--- config.mk ---
export PLATFORM = sky130hd
export DESIGN_NAME = vrp_fifo
export DESIGN_NICKNAME = d
export VERILOG_FILES = /design/src/design/vrp_pkg.sv /design/src/design/vrp_fifo.sv
export SDC_FILE = /design/constraint.sdc
export NUM_CORES = 1
export LEC_CHECK = 0
export BUFFER_PORTS_ARGS = -buffer_cell sky130_fd_sc_hd__buf_2
export CORE_AREA = 5 5 42 44
export DETAILED_ROUTE_END_ITERATION = 16
export DIE_AREA = 0 0 47 49
export GPL_ROUTABILITY_DRIVEN = 0
export PLACE_DENSITY = 0.46
export SYNTH_ARGS = -nofsm -noshare
export SYNTH_HDL_FRONTEND = slang
export SYNTH_SLANG_ARGS = --single-unit
--- constraint.sdc ---
create_clock -name clk -period 1.57 [get_ports clk]
set_clock_uncertainty 0.15 [all_clocks]
set_input_delay 0.0785 -clock clk [delete_from_list [all_inputs] [get_ports clk]]
set_output_delay 0.0785 -clock clk [all_outputs]
set_load 0.03 [all_outputs]
--- src/design/vrp_pkg.sv ---
// Shared types and constants of the video register port unit.
// Holds the transaction structs, command and state enums, and register constants.
// No dependencies.
package vrp_pkg;

	// Default video address width and fixed sprite memory size
	localparam int VIDEO_ADDR_BITS_DEF = 16;
	localparam int SPRITE_BYTES = 256;
	localparam int SPR_AW = $clog2(SPRITE_BYTES);

	// Depth of the command and result queues
	localparam int QDEPTH = 2;

	// Request types
	localparam logic [1:0] REQ_READ  = 2'd0;
	localparam logic [1:0] REQ_WRITE = 2'd1;
	localparam logic [1:0] REQ_PHASE = 2'd2;

	// Register indexes
	localparam logic [2:0] REG_CTRL    = 3'd0;
	localparam logic [2:0] REG_MASK    = 3'd1;
	localparam logic [2:0] REG_STATUS  = 3'd2;
	localparam logic [2:0] REG_OAMADDR = 3'd3;
	localparam logic [2:0] REG_OAMDATA = 3'd4;
	localparam logic [2:0] REG_SCROLL  = 3'd5;
	localparam logic [2:0] REG_ADDR    = 3'd6;
	localparam logic [2:0] REG_DATA    = 3'd7;

	// Palette backdrop mirrors and the fold distance
	localparam logic [15:0] PAL_MIRROR0 = 16'h3F10;
	localparam logic [15:0] PAL_MIRROR1 = 16'h3F14;
	localparam logic [15:0] PAL_MIRROR2 = 16'h3F18;
	localparam logic [15:0] PAL_MIRROR3 = 16'h3F1C;
	localparam logic [15:0] PAL_FOLD    = 16'h0010;

	// Register bits and values
	localparam int CTRL_INC_BIT  = 2;
	localparam int CTRL_NMI_BIT  = 7;
	localparam int ST_VBLANK_BIT = 7;
	localparam int ST_SPR0_BIT   = 6;
	localparam logic [7:0] CTRL_NT_KEEP  = 8'hFC;
	localparam logic [7:0] STATUS_RESET  = 8'h80;
	localparam logic [7:0] RD_UNREADABLE = 8'hFF;
	localparam int ADDR_STEP_ROW = 32;

	// Classified commands
	typedef enum logic [3:0] {
		OP_NOP,
		OP_ERR_RD,
		OP_STATUS_RD,
		OP_SPR_RD,
		OP_DATA_RD,
		OP_CTRL_WR,
		OP_MASK_WR,
		OP_ERR_WR,
		OP_SPRADDR_WR,
		OP_SPR_WR,
		OP_SCROLL_WR,
		OP_ADDR_WR,
		OP_DATA_WR,
		OP_PHASE
	} op_t;

	// Frame phases
	typedef enum logic [2:0] {
		PH_VBLANK    = 3'd0,
		PH_PRERENDER = 3'd1,
		PH_SPR0_WAIT = 3'd2,
		PH_SPR0_DONE = 3'd3,
		PH_POSTRENDER = 3'd4
	} phase_t;

	// Back-end sequencer states
	typedef enum logic [1:0] {
		BS_CLEAR,
		BS_IDLE,
		BS_READ
	} back_state_t;

	// Input transaction
	typedef struct packed {
		logic [1:0] req_type;
		logic [2:0] reg_index;
		logic [7:0] write_data;
		logic       irq_masked;
	} req_t;

	// Result transaction
	typedef struct packed {
		logic [7:0] read_data;
		logic       access_error;
		logic       nmi_request;
		logic [2:0] frame_phase;
	} res_t;

	// Command passed from front to back
	typedef struct packed {
		op_t        op;
		logic [7:0] data;
		logic       masked;
	} cmd_t;

	// Queue status seen by the back end
	typedef struct packed {
		logic cmd_valid;
		logic res_full;
	} back_stat_t;

	// Back-end handshakes and status
	typedef struct packed {
		logic cmd_pop;
		logic res_push;
		logic clearing;
	} back_ctl_t;

endpackage

--- src/design/vrp_fifo.sv ---
// Small first-in first-out queue of any packed item type.
// Depends on vrp_pkg for the queue depth.
module vrp_fifo #(
	parameter type item_t = logic
) (
	input  logic  clk,
	input  logic  arst_n,
	input  logic  push,
	input  item_t wdata,
	input  logic  pop,
	output item_t rdata,
	output logic  empty,
	output logic  full
);
	import vrp_pkg::*;

	localparam int PW = (QDEPTH > 1) ? $clog2(QDEPTH) : 1;
	localparam int CW = $clog2(QDEPTH + 1);

	item_t         mem_q [QDEPTH];
	logic [PW-1:0] wr_ptr_q, rd_ptr_q;
	logic [CW-1:0] count_q;
	logic          do_push, do_pop;

	assign empty   = (count_q == '0);
	assign full    = (count_q == CW'(QDEPTH));
	assign do_push = push && !full;
	assign do_pop  = pop && !empty;
	assign rdata   = mem_q[rd_ptr_q];

	// Storage
	always_ff @(posedge clk) begin
		if (do_push) begin
			mem_q[wr_ptr_q] <= wdata;
		end
	end

	// Pointers and fill count
	always_ff @(posedge clk or negedge arst_n) begin
		if (!arst_n) begin
			wr_ptr_q <= '0;
			rd_ptr_q <= '0;
			count_q  <= '0;
		end else begin
			if (do_push) begin
				wr_ptr_q <= (wr_ptr_q == PW'(QDEPTH - 1)) ? '0 : wr_ptr_q + 1'b1;
			end
			if (do_pop) begin
				rd_ptr_q <= (rd_ptr_q == PW'(QDEPTH - 1)) ? '0 : rd_ptr_q + 1'b1;
			end
			if (do_push && !do_pop) begin
				count_q <= count_q + 1'b1;
			end else if (do_pop && !do_push) begin
				count_q <= count_q - 1'b1;
			end
		end
	end

endmodule

==> impl_metrics.yaml <==
synth:
  synth_area_um2: 267.8
  yosysWarnings: 0
  synth_top_area_share_pct: 37.38
  synth.avg_cell_area_um2: 12.17
  synth_area_leaders: "dfrtp_1 37%, edfxtp_1 22%, xnor2_1 9.8%"
  synth.net_count: 28
  ys_seq_area_share_pct: 59.81
  synth.most_common_cell: "dfrtp_1"
  synth_edf_count: 2
  synth_cell_type_count: 12
  synth_top_area_cell: "dfrtp_1"
  ys.flop_type: "dfrtp_1"
  syn_inst: 22
  synth-seq-cells: 6
  synthArstFlopShare_pct: 66.67
  synthTopCellsByCount: "4 x dfrtp_1, 3 x nor2_1, 3 x xnor2_1"
critical_path:
  worst-r2r-cell-count: 5
  crit_path_end_kind: "register"
  path_common_cell: "xor2_1"
  critPathSlowestCell: "dfrtp_1"
  slowest_delay_ps: 450
  cp.arrival_ps: 1450
  cp.required_ps: 1540
  path_class: "reg -> reg"
  path_cells: "o21ai_2, ha_2, xor2_1, nor2_2, xor2_1"
  startpoint_type: "register"
  regToRegSetupSlack_ps: 80
  worstPathMaxFanout: 4
pwr:
  ir_drop_mv: 0.7354
  power_frac_seq_pct: 33.7
  comb_power_share_pct: 50.6
  p_int_w: 0.0005533
  finalPower_w: 0.0008918
  power_switching_w: 0.0003385
  power_density_mw_per_mm2: 2115
  netSwitchingFraction_pct: 37.95
  p_leak_nw: 0.2058
  clkPwrFrac_pct: 15.7
layout:
  antenna_cells: 0
  nFillCells: 161
  syn_to_final_growth_pct: 57.48
  drive_gt1_share_pct: 53.85
  layout.nets: 47
clocking:
  path_clk_slew_ps: 40
  clk_latency_ps: 240
  root_buffer: "clkbuf_4"
  cts_tree: "built"
  clockBufferDepth: 2
  cts.sinks: 6
  cts-htree-levels: 1
  cts_buffers: 3
sta:
  tightest_slew_ps: 227.3
  relSlewSlack_pct: 84.85
  max_freq_mhz: 673.3
  setup_violations: 0
  drv_slew: 0
  fin_ws_ps: 84.82
  hold_viol: 0
  min_period_ps: 1485
  min_period_over_period_pct: 94.60
route:
  drt-initial-drc-count: 0
  vias: 212
  detail_route.wirelength_um: 571
  viasPerCell: 3.855
  ant_nets: 0
  drt-pass1-iter-count: 1
  remaining_drc_errors: 0
  wire_per_inst_um: 10.38
floorplan:
  design.core.area_mm2: 0.001401
  die_h_um: 49
  rows: 14
  die-area_mm2: 0.002303
  initial_core_util_pct: 19.11
  die_x_um: 47
  ios: 8
place:
  port_buffers: 7
  pre_cts_ws_ps: 56.52
outcome:
  status: "finished, final reports clean"
global_route:
  grt_overflow: 0
  grt_pass1_wl_um: 1000
  grt_antenna_before_repair: 0
  grt_pass1_vias: 229
  grt_max_degree: 5
  grt.total_usage_pct: 6.383
worst_hold_path:
  hold_path.class: "in -> async"
job:
  drv_cap: 0
-- repair_timing --
item / CTS / global route
hold buffers: 2 / 0
gates resized for setup: 0 / 5
buffers inserted: 0 / 2
setup endpoints to repair: 0 / 1
hold endpoints to repair: 6 / 0
-- stage by stage --
stage	instance area, µm²	setup TNS (ps)	util [%]	instances	hold WS [ps]
after floorplan	267.8	0	-	22	-367.1
after global placement	345.3	0	24.64	48	-262.6
after detailed placement	345.3	0	24.64	48	-259.4
after CTS	387.9	0	27.68	53	16.33
after global routing	421.7	-0.5348	30.09	55	34.76
final	421.7	0	30.09	55	19.88
-- cell usage in the layout (no fill, tap or decap) --
| cell type | n |
|---|---|
| and3_1 | 1 |
| o21ai_2 | 1 |
| nand2_2 | 1 |
| inv_1 | 2 |
| xor2_1 | 2 |
| xnor2_1 | 3 |
| nor2_1 | 2 |
| mux2_2 | 1 |
| nand2b_4 | 1 |
| ha_2 | 1 |
| dlygate4sd3_1 | 2 |
| clkbuf_4 | 3 |
| dfrtp_1 | 4 |
| buf_2 | 7 |
| buf_4 | 5 |
| edfxtp_1 | 2 |
| nor2_2 | 1 |
-- sequential cells by signal, summed over array words and instances, names as in the netlist --
| register | count |
|---|---|
| count_q | 2 |
| mem_q | 2 |
| rd_ptr_q | 1 |
| wr_ptr_q | 1 |
-- power by group through the flow --
stage | Clock, W | Combinational [W] | Sequential [W]
after global routing | 0.000162 | 0.000495 | 0.000310
after CTS | 0.000152 | 0.000394 | 0.000289
after global placement | 0 | 0.000371 | 0.000283
after floorplan | 0 | 0.000258 | 0.000285
after detailed placement | 0 | 0.000387 | 0.000291
final | 0.000140 | 0.000451 | 0.000301
-- logic make-up (layout without fill, tap and decap cells) --
logic type                 Yosys count  after routing  share of synthesized area (%)
AOI/OAI and AO/OA                    1              1                          1.867
xor gates and xnor gates             5              5                          16.36
adders and majority gates            1              1                          4.672
buffers and inverters                2             19                          2.805
DFF                                  6              6                          59.82
muxes                                1              1                          4.205
and+or+nand+nor                      6              6                          10.28
-- routing by layer --
metal  wire [µm]  GRT usage (%)  up-vias
met2         239          7.919        7
met1         290          7.640       97
met3          35          5.535        2
met5           0              0        -
met4           6          2.765        0
li1            -              -      106
-- worst max-delay path: cells and delay by family (launching register included) --
kind / cells / cell delay, ps
fa+ha+maj: 1 / 190
xor+xnor: 2 / 310
simple gates: 1 / 60
compound gates: 1 / 200
flops: 1 / 450
-- path summary, 6_finish.rpt --
path,to,from
min reg2reg,wr_ptr_q$_DFFE_PN0P_,wr_ptr_q$_DFFE_PN0P_
min,wr_ptr_q$_DFFE_PN0P_,arst_n
min in group clk,rd_ptr_q$_DFFE_PN0P_,pop
max,count_q[1]$_DFFE_PN0P_,count_q[1]$_DFFE_PN0P_
max in group asynchronous,count_q[0]$_DFFE_PN0P_,arst_n
max reg2reg,count_q[1]$_DFFE_PN0P_,count_q[1]$_DFFE_PN0P_
-- area by class of cell --
class	instances	area (µm²)	share of cell area, %
Timing Repair Buffer	14	92.59	21.96
Inverter	2	7.507	1.780
Clock buffer	3	22.52	5.341
Sequential cell	6	160.2	37.98
Multi-Input combinational cell	14	118.9	28.19
Tap cell	16	20.02	4.748
Power figures use the tool's default switching activity.
