## src/design/vrp_pkg.sv

```systemverilog
// Shared types and constants of the video register port unit.
// Holds the transaction structs, command and state enums, and register constants.
// No dependencies.
package vrp_pkg;

	// Default video address width and fixed sprite memory size
	localparam int VIDEO_ADDR_BITS_DEF = 16;
	localparam int SPRITE_BYTES = 256;
	localparam int SPR_AW = $clog2(SPRITE_BYTES);

	// Depth of the command and result queues
	localparam int QDEPTH = 2;

	// Request types
	localparam logic [1:0] REQ_READ  = 2'd0;
	localparam logic [1:0] REQ_WRITE = 2'd1;
	localparam logic [1:0] REQ_PHASE = 2'd2;

	// Register indexes
	localparam logic [2:0] REG_CTRL    = 3'd0;
	localparam logic [2:0] REG_MASK    = 3'd1;
	localparam logic [2:0] REG_STATUS  = 3'd2;
	localparam logic [2:0] REG_OAMADDR = 3'd3;
	localparam logic [2:0] REG_OAMDATA = 3'd4;
	localparam logic [2:0] REG_SCROLL  = 3'd5;
	localparam logic [2:0] REG_ADDR    = 3'd6;
	localparam logic [2:0] REG_DATA    = 3'd7;

	// Palette backdrop mirrors and the fold distance
	localparam logic [15:0] PAL_MIRROR0 = 16'h3F10;
	localparam logic [15:0] PAL_MIRROR1 = 16'h3F14;
	localparam logic [15:0] PAL_MIRROR2 = 16'h3F18;
	localparam logic [15:0] PAL_MIRROR3 = 16'h3F1C;
	localparam logic [15:0] PAL_FOLD    = 16'h0010;

	// Register bits and values
	localparam int CTRL_INC_BIT  = 2;
	localparam int CTRL_NMI_BIT  = 7;
	localparam int ST_VBLANK_BIT = 7;
	localparam int ST_SPR0_BIT   = 6;
	localparam logic [7:0] CTRL_NT_KEEP  = 8'hFC;
	localparam logic [7:0] STATUS_RESET  = 8'h80;
	localparam logic [7:0] RD_UNREADABLE = 8'hFF;
	localparam int ADDR_STEP_ROW = 32;

	// Classified commands
	typedef enum logic [3:0] {
		OP_NOP,
		OP_ERR_RD,
		OP_STATUS_RD,
		OP_SPR_RD,
		OP_DATA_RD,
		OP_CTRL_WR,
		OP_MASK_WR,
		OP_ERR_WR,
		OP_SPRADDR_WR,
		OP_SPR_WR,
		OP_SCROLL_WR,
		OP_ADDR_WR,
		OP_DATA_WR,
		OP_PHASE
	} op_t;

	// Frame phases
	typedef enum logic [2:0] {
		PH_VBLANK    = 3'd0,
		PH_PRERENDER = 3'd1,
		PH_SPR0_WAIT = 3'd2,
		PH_SPR0_DONE = 3'd3,
		PH_POSTRENDER = 3'd4
	} phase_t;

	// Back-end sequencer states
	typedef enum logic [1:0] {
		BS_CLEAR,
		BS_IDLE,
		BS_READ
	} back_state_t;

	// Input transaction
	typedef struct packed {
		logic [1:0] req_type;
		logic [2:0] reg_index;
		logic [7:0] write_data;
		logic       irq_masked;
	} req_t;

	// Result transaction
	typedef struct packed {
		logic [7:0] read_data;
		logic       access_error;
		logic       nmi_request;
		logic [2:0] frame_phase;
	} res_t;

	// Command passed from front to back
	typedef struct packed {
		op_t        op;
		logic [7:0] data;
		logic       masked;
	} cmd_t;

	// Queue status seen by the back end
	typedef struct packed {
		logic cmd_valid;
		logic res_full;
	} back_stat_t;

	// Back-end handshakes and status
	typedef struct packed {
		logic cmd_pop;
		logic res_push;
		logic clearing;
	} back_ctl_t;

endpackage

```

## src/design/vrp_front.sv

```systemverilog
// Front end: accepts request transactions and classifies them into commands.
// Depends on vrp_pkg for the request, command and opcode types.
module vrp_front (
	input  logic          clk,
	input  logic          arst_n,
	input  logic          push,
	output logic          full,
	input  vrp_pkg::req_t item,
	input  logic          hold,
	output logic          cmd_push,
	output vrp_pkg::cmd_t cmd,
	input  logic          cmd_full
);
	import vrp_pkg::*;

	cmd_t cmd_s1;
	logic valid_s1;
	logic accept;
	op_t  op_dec;

	// Classify by request type and register index
	always_comb begin
		op_dec = OP_NOP;
		unique case (item.req_type)
			REQ_READ: begin
				unique case (item.reg_index)
					REG_STATUS:  op_dec = OP_STATUS_RD;
					REG_OAMDATA: op_dec = OP_SPR_RD;
					REG_DATA:    op_dec = OP_DATA_RD;
					default:     op_dec = OP_ERR_RD;
				endcase
			end
			REQ_WRITE: begin
				unique case (item.reg_index)
					REG_CTRL:    op_dec = OP_CTRL_WR;
					REG_MASK:    op_dec = OP_MASK_WR;
					REG_STATUS:  op_dec = OP_ERR_WR;
					REG_OAMADDR: op_dec = OP_SPRADDR_WR;
					REG_OAMDATA: op_dec = OP_SPR_WR;
					REG_SCROLL:  op_dec = OP_SCROLL_WR;
					REG_ADDR:    op_dec = OP_ADDR_WR;
					default:     op_dec = OP_DATA_WR;
				endcase
			end
			REQ_PHASE: op_dec = OP_PHASE;
			default:   op_dec = OP_NOP;
		endcase
	end

	// Stage register hands over to the command queue
	assign full     = hold || (valid_s1 && cmd_full);
	assign accept   = push && !full;
	assign cmd_push = valid_s1 && !cmd_full;
	assign cmd      = cmd_s1;

	always_ff @(posedge clk or negedge arst_n) begin
		if (!arst_n) begin
			valid_s1 <= 1'b0;
		end else if (accept) begin
			valid_s1 <= 1'b1;
		end else if (cmd_push) begin
			valid_s1 <= 1'b0;
		end
	end

	always_ff @(posedge clk) begin
		if (accept) begin
			cmd_s1.op     <= op_dec;
			cmd_s1.data   <= item.write_data;
			cmd_s1.masked <= item.irq_masked;
		end
	end

endmodule

```

## config.mk

```make
export PLATFORM = sky130hd
export DESIGN_NAME = vrp_front
export DESIGN_NICKNAME = d
export VERILOG_FILES = /design/src/design/vrp_pkg.sv /design/src/design/vrp_front.sv
export SDC_FILE = /design/constraint.sdc
export NUM_CORES = 1
export LEC_CHECK = 0
export BUFFER_PORTS_ARGS = -buffer_cell sky130_fd_sc_hd__buf_2
export CORE_MARGIN = 2
export CORE_UTILIZATION = 40
export CTS_CLUSTER_DIAMETER = 150
export DETAILED_ROUTE_END_ITERATION = 8
export HOLD_SLACK_MARGIN = 0.06
export PLACE_DENSITY = 0.75
export SYNTH_ARGS = -nofsm -noshare
export SYNTH_HDL_FRONTEND = slang
export SYNTH_SLANG_ARGS = --single-unit
```

## constraint.sdc

```tcl
create_clock -name clk -period 1.72 [get_ports clk]
set_input_delay 0.172 -clock clk [delete_from_list [all_inputs] [get_ports clk]]
set_output_delay 0.172 -clock clk [all_outputs]
set_load 0.02 [all_outputs]
```

==> impl_metrics.csv, run 1 <==
group,metric,value,unit
hold_path,timing.hold.worst_path_depth,1,
drt,detail_route.iter0.violations,7,
floorplanning,start_util,0.4311,
cts,clock_insertion_delay_worst_skew,270,ps
sta,fmax,0.8950,GHz
synth,synth.avg_cell_area,15.35,sq um
cts,max-clock-path-buffers,2,
setup_path,critPathArrivalTime,950,ps
drt,wire_per_inst,11.36,microns
hold_path,worst_hold_path.endpoint,"cmd[7]",
synth,cell_type_with_the_highest_aggregate_area_in_the_netlist,"sky130_fd_sc_hd__edfxtp_1",
grt,antenna_found_initial,0,
sta,post-route-period-util,0.6496,
hold_path,hold_start,"item[7]",
placement,placed_area,759.5,sq um
power_and_ir_drop,power_per_cell_area,804.4,nW/um^2
power_and_ir_drop,power.sequential.fraction,0.581,
cells_and_area,layout.filler_cells,103,
floorplanning,fp.dieH,41.69,microns
drt,drt-total-wl,1.091,mm
setup_path,cp-start-kind,"register",
floorplanning,floorplan.rows,13,
sta,post-route-min-period,1117,ps
sta,grt_setup_unrepaired,"no",
floorplanning,dieWidth,41.69,microns
cells_and_area,layout.cells.non_filler,96,
sta,finalWorstSetupSlack,602.7,ps
hold_path,hp_class,"input port to register",
sta,final_hold_viol_count,0,
synth,async_flop_share,0.07143,
cells_and_area,stdcell_area,845.8,sq um
synth,syn-cell-area,568.0,sq um
job,timing.max_cap.violations,0,
placement,place.detailed.hpwl,838.6,microns
floorplanning,fp.dieArea,1738,sq um
placement,dpl.cell_count,86,
cts,tritoncts,"yes",
power_and_ir_drop,power_leakage,0.3757,nW
cts,clkSlewWorstSetupHoldPaths,70,ps
grt,global_route_wire_length_before_repair,1.656,mm
power_and_ir_drop,irDropWorstVdd,0.3702,mV
setup_path,rr_worst_depth,2,
setup_path,timing_worst_setup_path_type,"register to output pin",
synth,yosys.cell_count.top_type,"sky130_fd_sc_hd__edfxtp_1",
synth,syn-num-nets,56,
sta,tightest_slew,252.4,ps
power_and_ir_drop,switching_share,0.2272,
drt,drc_violations_left,0,
synth,synth.ff_latch_count,14,
synth,netlist_top_cells_area,"sky130_fd_sc_hd__edfxtp_1, sky130_fd_sc_hd__dfrtp_1, sky130_fd_sc_hd__nand2b_1, sky130_fd_sc_hd__nand3b_1, sky130_fd_sc_hd__nand2b_4",
cts,ctsRootBufferMaster,"sky130_fd_sc_hd__clkbuf_4",
synth,ys.flop_type,"sky130_fd_sc_hd__edfxtp_1",
placement,portBuffers,33,
synth,synth_top_cells_by_count,"sky130_fd_sc_hd__edfxtp_1, sky130_fd_sc_hd__nand2b_1, sky130_fd_sc_hd__nand2_1",
setup_path,worst_r2r_startpoint,"valid_s1",
cells_and_area,area_growth,48.90,%
power_and_ir_drop,power.share.combinational,0.157,
synth,synth_enable_flop_cells,13,
floorplanning,design.core.area,1318,sq um
grt,global_route.overflow_total,0,
power_and_ir_drop,power.share.clock,0.261,
cells_and_area,ant_diodes,0,
drt,vias_per_cell,4.760,
cells_and_area,final_layout_size_suffix_gt1_frac,0.4938,
grt,pin_count_of_the_biggest_net_entering_global_routing,14,
sta,slew_violations,0,
power_and_ir_drop,cell_internal_pwr,0.5258,mW
cells_and_area,nets,101,
grt,groute.usage.overall,0.1320,
setup_path,worst_r2r_endpoint,"cmd[3]",
cts,cts-resized-gates,0,
drt,drt-pass1-iter-count,4,
placement,globalplace.congestion,0.6502,
drt,detail-route-antenna-nets,0,
outcome,run_status,"finished, final reports clean",
setup_path,nature_of_the_critical_path_endpoint,"output pin",
setup_path,cp_data_required_time,1550,ps
floorplanning,pin_count,34,
cts,cts-buffers-inserted,3,
synth,yosys_warnings,0,
grt,number_of_global_route_vias_before_repair,362,
sta,report.final.setup_viol,0,
sta,setup_tns,0,ps
synth,synth-seq-area-share,0.7313,
sta,finClkSkew,1.803,ps
cts,cts.sink_count,14,
cts,cts_htree_levels,1,
cts,cts_setup_buffers,0,
placement,pre_cts_ws,611.0,ps
setup_path,timing.critical_path.fanout_max,3,
setup_path,reg2reg_setup_slack,680,ps
synth,postSynthCellCount,37,
synth,yosys_top_cell_area_share,0.6872,
sta,slew-limit-headroom,0.8318,
power_and_ir_drop,switchingPower,0.1546,mW
synth,yosysUniqueCellTypes,16,
drt,route.vias.total,457,
==> worst max path at each step <==
stage               startpoint  endpoint  cells after the start
finish                valid_s1  cmd_push                      2
global route          valid_s1  cmd_push                      2
CTS                   valid_s1      full                      3
detailed placement    item[12]   cmd[10]                      4
global placement      item[12]   cmd[10]                      4
floorplan             valid_s1    cmd[0]                      1
==> placed cells by master, fill, tap and decap left out, types with 2 or more instances in the layout <==
cell type                       synthesis  final
sky130_fd_sc_hd__a21oi_1                2      2
sky130_fd_sc_hd__buf_2                  0     33
sky130_fd_sc_hd__clkbuf_4               0      3
sky130_fd_sc_hd__dlygate4sd3_1          0      6
sky130_fd_sc_hd__edfxtp_1              13     13
sky130_fd_sc_hd__nand2_1                3      3
sky130_fd_sc_hd__nand2b_1               4      4
sky130_fd_sc_hd__nand3b_1               2      2
sky130_fd_sc_hd__nor2b_1                2      2
sky130_fd_sc_hd__o21ai_0                2      2
==> through the flow <==
step | hold WS, ps | total power, mW | util
final | 79.35 | 0.6804 | 0.6420
after global routing | 66.00 | 0.7190 | 0.6420
after CTS | 60.66 | 0.6844 | 0.6040
after detailed placement | -52.26 | 0.5014 | 0.5764
after global placement | -51.84 | 0.4984 | 0.5764
after floorplan | -123.6 | 0.4528 | -
==> cells by family (layout without fill, tap and decap cells) <==
group,Yosys count,count (layout),synth area share
compound gates,7,7,0.07931
buf+inv,0,44,0
flops,14,14,0.7313
mux,1,1,0.01762
simple gates,15,15,0.1718
==> area by class of cell <==
| type | instances | area, sq um | area share |
|---|---|---|---|
| clock buffer | 3 | 22.52 | 0.02663 |
| clock inverter | 1 | 3.754 | 0.004438 |
| multi-input combinational | 23 | 152.6 | 0.1805 |
| sequential | 14 | 415.4 | 0.4911 |
| tap | 15 | 18.77 | 0.02219 |
| timing repair buffer | 40 | 232.7 | 0.2751 |
==> sequential cells by signal (all words and copies together), names as in the netlist <==
signal and cells:
cmd 13, valid_s1 1
==> metal layers <==
| layer | share of wire | global-route usage | wire, microns |
|---|---|---|---|
| met2 | 0.48 | 0.1875 | 525 |
| met3 | 0.087 | 0.06087 | 95 |
| met4 | 0.013 | 0.09677 | 14 |
| met1 | 0.42 | 0.1552 | 454 |
| met5 | 0 | 0 | 0 |
==> worst max-delay path: stages, from the launching register on <==
cell and delay [ps]:
sky130_fd_sc_hd__dfrtp_1 390, sky130_fd_sc_hd__nor2b_1 130, sky130_fd_sc_hd__buf_2 150
==> repair_timing <==
action / CTS / global route
endpoints found under the hold margin: 1 / 5
endpoints found under the setup margin: 0 / 0
hold buffers: 1 / 5
==> power groups by stage <==
stage | Sequential, mW | Combinational (mW) | Clock, mW
global route | 0.397 | 0.117 | 0.205
detailed placement | 0.404 | 0.0977 | 0
floorplan | 0.421 | 0.0315 | 0
finish | 0.396 | 0.107 | 0.178
CTS | 0.396 | 0.0995 | 0.189
global placement | 0.403 | 0.0957 | 0
Power figures use the tool's default switching activity.
==> inputs of run 2 (changes only) <==
clock period = 1.2 ns   (was 1.72 ns; I/O delays follow)
==> run 2 against run 1 <==
Final area up 6.4%. Critical path depth down 1. Utilization up 4.1 points. Clock skew down 1.3 ps. Sequential cell count unchanged. Non-clock buffer count up 3. Wire length up 4.6%. Combinational power up 55%. Register-to-register slack worse by 620 ps.
==> impl_metrics.csv, run 2 (synthesized netlist as in run 1, its figures left out) <==
group,metric,value,unit
outcome,run_status,"finished, final reports clean",
setup_path,highest_delay_cell_along_the_critical_path,"sky130_fd_sc_hd__dfrtp_1",
sta,fmax,0.8790,GHz
floorplanning,pin_count,34,
cts,ctsRootBufferMaster,"sky130_fd_sc_hd__clkbuf_4",
drt,detail_route.iter0.violations,14,
grt,global_route_wire_length_before_repair,1.766,mm
cells_and_area,number_of_flip_flops_in_the_largest_register,13,
setup_path,timing.critical_path.depth,1,
setup_path,timing.critical_path.fanout_max,13,
floorplanning,fp.dieArea,1738,sq um
drt,vias_per_cell,4.616,
power_and_ir_drop,power_per_cell_area,1174,nW/um^2
sta,post-route-period-util,0.9481,
setup_path,nature_of_the_critical_path_endpoint,"register",
hold_path,timing.hold.worst_path_depth,3,
power_and_ir_drop,power_leakage,0.3940,nW
placement,portBuffers,33,
power_and_ir_drop,irDropWorstVdd,0.6115,mV
sta,grt_setup_unrepaired,"no",
placement,pre_cts_ws,56.30,ps
sta,finalWorstSetupSlack,62.28,ps
sta,report.final.setup_viol,0,
cts,cts-resized-gates,0,
cts,cts.sink_count,14,
placement,globalplace.congestion,0.6588,
hold_path,hold_start,"push",
setup_path,timing_worst_setup_path_type,"register to register",
setup_path,reg2reg_setup_slack,60,ps
floorplanning,design.core.area,1318,sq um
setup_path,worstPathBufferInverterCount,0,
grt,global_route.overflow_total,0,
grt,number_of_global_route_vias_before_repair,421,
drt,drt-total-wl,1.141,mm
cells_and_area,layout.cells.most_common,"sky130_fd_sc_hd__buf_2",
cells_and_area,ant_diodes,0,
setup_path,worst_r2r_startpoint,"valid_s1",
drt,route.vias.total,457,
sta,slew-limit-headroom,0.7197,
setup_path,cells_traversed_along_the_worst_timing_path,"a21oi_4",
setup_path,cp-startpoint,"valid_s1",
power_and_ir_drop,post-layout-total-power,1.056,mW
grt,antenna_found_initial,0,
hold_path,hp_class,"input port to register",
drt,drt-pass1-iter-count,7,
floorplanning,fp.dieH,41.69,microns
placement,dpl.cell_count,85,
cts,clkSlewWorstSetupHoldPaths,80,ps
cts,cts_htree_levels,1,
drt,wire_per_inst,11.53,microns
drt,detail-route-antenna-nets,0,
setup_path,critPathArrivalTime,1070,ps
grt,pin_count_of_the_biggest_net_entering_global_routing,14,
cts,cts-buffers-inserted,3,
cells_and_area,mostFrequentLayoutCells,"sky130_fd_sc_hd__buf_2, sky130_fd_sc_hd__edfxtp_1, sky130_fd_sc_hd__dlygate4sd3_1",
cells_and_area,area_growth,58.37,%
setup_path,rr_worst_depth,1,
cts,max-clock-path-buffers,2,
setup_path,cp_data_required_time,1130,ps
sta,slew_violations,0,
sta,final_hold_viol_count,0,
job,timing.max_cap.violations,0,
grt,groute.usage.overall,0.1377,
floorplanning,dieWidth,41.69,microns
setup_path,critPathTopFamily,"flip-flops",
cells_and_area,layout.cells.non_filler,99,
floorplanning,floorplan.rows,13,
cts,tritoncts,"yes",
cells_and_area,nets,104,
sta,tightest_slew,419.5,ps
setup_path,worst_path_largest_cell_delay,420,ps
setup_path,cp-start-kind,"register",
cts,clock_insertion_delay_worst_skew,270,ps
cells_and_area,final_layout_size_suffix_gt1_frac,0.4881,
sta,setup_tns,0,ps
sta,finClkSkew,0.5435,ps
drt,drc_violations_left,0,
floorplanning,start_util,0.4311,
placement,place.detailed.hpwl,841.3,microns
sta,post-route-min-period,1138,ps
[run 2: cell count changes in the layout (fill, tap and decap cells not counted), sizes merged]
cell	previous run	this run
dlygate4sd3	6	10
buf	34	33
clkbuf	3	4
clkinv	1	0
[run 2: where the power goes]
group,leakage [nW],internal (mW),switching [mW]
Combinational,0.239,0.0802,0.0855
Sequential,0.134,0.561,0.00740
Clock,0.0210,0.184,0.138
Total,0.394,0.825,0.231
[run 2: stage by stage]
step	utilization	area [sq um]	hold WS, ps
2_1_floorplan	-	579.3	-175.6
3_3_place_gp	0.5793	763.2	-103.1
3_5_place_dp	0.5793	763.2	-103.7
4_1_cts	0.6828	899.6	125.1
5_1_grt	0.6828	899.6	141.8
6_report	0.6828	899.6	131.1
[run 2: repair_timing]
item / in CTS / in global routing
endpoints found under the hold margin: 10 / 0
hold buffers: 10 / 0
setup buffers: 0 / 0
[run 2: final timing paths]
| kind | end |
|---|---|
| max | cmd[4] |
| max reg2reg | cmd[4] |
| min in group asynchronous | valid_s1 |
| max in group asynchronous | valid_s1 |
| min reg2reg | valid_s1 |
| min | valid_s1 |
[run 2: routing by layer]
| layer | GRT usage | vias to the layer above | wire (microns) |
|---|---|---|---|
| met3 | 0.04348 | 2 | 105 |
| met5 | 0 | - | 0 |
| met2 | 0.2188 | 23 | 524 |
| met4 | 0.07742 | 0 | 11 |
| met1 | 0.1643 | 198 | 500 |
| li1 | - | 234 | - |
[run 2: cell type report]
type                            count  area, sq um
Tap cell                           15        18.77
Sequential cell                    14        415.4
Fill cell                          98        417.9
Clock buffer                        4        36.28
Timing Repair Buffer               43        265.3
Multi-Input combinational cell     23        163.9
==> inputs of run 3 (changes only) <==
CELL_PAD_IN_SITES_DETAIL_PLACEMENT = 1   (was not set)
CELL_PAD_IN_SITES_GLOBAL_PLACEMENT = 1   (was not set)
CORE_ASPECT_RATIO = 0.75   (was not set)
CORE_UTILIZATION = 30   (was 40)
PLACE_DENSITY = not set   (was 0.75)
PLACE_DENSITY_LB_ADDON = 0.1   (was not set)
==> run 3 against run 2 <==
Die area up 30%. Sequential share of layout area fell by 0.94 points. Final cell count up 8.1%. Worst setup slack gained 31 ps. Largest power group unchanged.
==> impl_metrics.csv, run 3 (synthesized netlist as in run 1, its figures left out) <==
group,metric,value,unit
outcome,run_status,"finished, final reports clean",
floorplanning,fp.dieArea,2261,sq um
drt,drt-pass1-iter-count,3,
floorplanning,dieWidth,54.25,microns
setup_path,timing_worst_setup_path_type,"register to output pin",
cells_and_area,layout.cells.most_common,"sky130_fd_sc_hd__buf_2",
cts,clock_insertion_delay_worst_skew,270,ps
cells_and_area,mostFrequentLayoutCells,"sky130_fd_sc_hd__buf_2, sky130_fd_sc_hd__edfxtp_1, sky130_fd_sc_hd__dlygate4sd3_1",
drt,wire_per_inst,11.85,microns
cts,cts-buffers-inserted,3,
setup_path,highest_delay_cell_along_the_critical_path,"sky130_fd_sc_hd__dfrtp_1",
floorplanning,start_util,0.3234,
setup_path,nature_of_the_critical_path_endpoint,"output pin",
grt,antenna_found_initial,0,
setup_path,cp_data_required_time,1080,ps
setup_path,timing.critical_path.fanout_max,3,
cts,tritoncts,"yes",
sta,final_hold_viol_count,0,
drt,detail_route.iter0.violations,8,
cells_and_area,number_of_flip_flops_in_the_largest_register,13,
cells_and_area,ant_diodes,0,
sta,fmax,0.9038,GHz
drt,m1WireLength,538,microns
power_and_ir_drop,irDropWorstVdd,0.5714,mV
floorplanning,design.core.area,1757,sq um
drt,met3_wirelength,100,microns
setup_path,worstPathBufferInverterCount,1,
grt,groute.usage.overall,0.1361,
placement,dpl.cell_count,93,
floorplanning,floorplan.rows,13,
placement,globalplace.congestion,0.7230,
placement,place.detailed.hpwl,928.1,microns
sta,grt_setup_unrepaired,"no",
sta,finClkSkew,2.301,ps
sta,holdWs,138.6,ps
cts,ctsRootBufferMaster,"sky130_fd_sc_hd__clkbuf_4",
sta,post-route-min-period,1106,ps
cells_and_area,final_layout_size_suffix_gt1_frac,0.4824,
drt,met2RoutedLength,629,microns
setup_path,critPathArrivalTime,990,ps
cts,max-clock-path-buffers,2,
setup_path,worst_path_largest_cell_delay,420,ps
job,timing.max_cap.violations,0,
hold_path,hp_class,"input port to register",
power_and_ir_drop,switching_share,0.2329,
grt,global_route.overflow_total,0,
power_and_ir_drop,power_per_cell_area,1091,nW/um^2
power_and_ir_drop,power.sequential.fraction,0.568,
placement,pre_cts_ws,101.3,ps
drt,detail-route-antenna-nets,0,
power_and_ir_drop,power.share.combinational,0.177,
cts,clkSlewWorstSetupHoldPaths,70,ps
setup_path,cp-start-kind,"register",
sta,slew_violations,0,
cells_and_area,nets,105,
cts,cts.sink_count,14,
setup_path,cells_traversed_along_the_worst_timing_path,"nand2_1 > nand2b_1 > buf_2",
cts,cts_htree_levels,1,
sta,setup_tns,0,ps
drt,route.vias.total,479,
power_and_ir_drop,cell_internal_pwr,0.7685,mW
cells_and_area,area_growth,61.67,%
sta,finalWorstSetupSlack,93.53,ps
placement,portBuffers,33,
sta,post-route-period-util,0.9221,
drt,drt-total-wl,1.268,mm
sta,slew-limit-headroom,0.7793,
cells_and_area,layout.cells.non_filler,107,
grt,global_route_wire_length_before_repair,2.194,mm
cells_and_area,stdcell_area,918.4,sq um
grt,pin_count_of_the_biggest_net_entering_global_routing,14,
placement,placed_area,792.0,sq um
drt,route.top_layer_used,"met3",
power_and_ir_drop,power.share.clock,0.255,
power_and_ir_drop,power_leakage,0.3971,nW
sta,tightest_slew,331.0,ps
drt,vias_per_cell,4.477,
grt,number_of_global_route_vias_before_repair,482,
cts,cts-resized-gates,0,
sta,report.final.setup_viol,0,
drt,drc_violations_left,0,
power_and_ir_drop,switchingPower,0.2333,mW
setup_path,critPathTopFamily,"flip-flops",
floorplanning,pin_count,34,
floorplanning,fp.dieH,41.69,microns
-- run 3: cell types whose count changed in the layout (fill, tap and decap cells not counted), sizes merged --
cell,previous run,this run
clkinv,0,1
clkbuf,4,3
buf,33,34
-- run 3: worst paths after layout --
kind,startpoint,end,slack (ps),depth (start not counted)
max in group asynchronous,arst_n,valid_s1,970,2
min in group asynchronous,arst_n,valid_s1,150,2
max,valid_s1,full,90,3
max reg2reg,valid_s1,cmd[6],190,2
min,push,valid_s1,140,3
min reg2reg,valid_s1,valid_s1,580,2
-- run 3: worst reg2reg max path: stages (launching register included) --
cell                      delay [ps]
sky130_fd_sc_hd__dfrtp_1         420
sky130_fd_sc_hd__a21oi_4         150
sky130_fd_sc_hd__buf_12          160
-- run 3: layer usage --
metal  track usage  up-vias
met3       0.06475        0
met1        0.1744      222
met4       0.01500        0
met2        0.2145       22
met5             0        -
li1              -      235
-- run 3: per-stage QoR --
step	util	total power, mW
2_1_floorplan	-	0.6526
3_3_place_gp	0.4509	0.7289
3_5_place_dp	0.4509	0.7334
4_1_cts	0.5228	1.020
5_1_grt	0.5228	1.061
6_report	0.5228	1.002
-- run 3: final cells by class --
class                           count  area, sq um
Fill cell                         193        838.3
Sequential cell                    14        415.4
Timing Repair Buffer               44        285.3
Multi-Input combinational cell     23        163.9
Tap cell                           22        27.53
Clock buffer                        3        22.52
Clock inverter                      1        3.754
-- run 3: repair_timing --
item,in CTS,in global routing
buffers inserted,0,0
hold buffers,10,0
setup endpoints to repair,0,0
endpoints found under the hold margin,10,0
-- run 3: power groups by stage --
| stage | Clock, mW | Sequential (mW) | Combinational, mW |
|---|---|---|---|
| 5_1_grt | 0.293 | 0.571 | 0.197 |
| 4_1_cts | 0.273 | 0.569 | 0.178 |
| 3_3_place_gp | 0 | 0.579 | 0.150 |
| 2_1_floorplan | 0 | 0.605 | 0.0476 |
| 3_5_place_dp | 0 | 0.580 | 0.153 |
| 6_report | 0.256 | 0.569 | 0.177 |
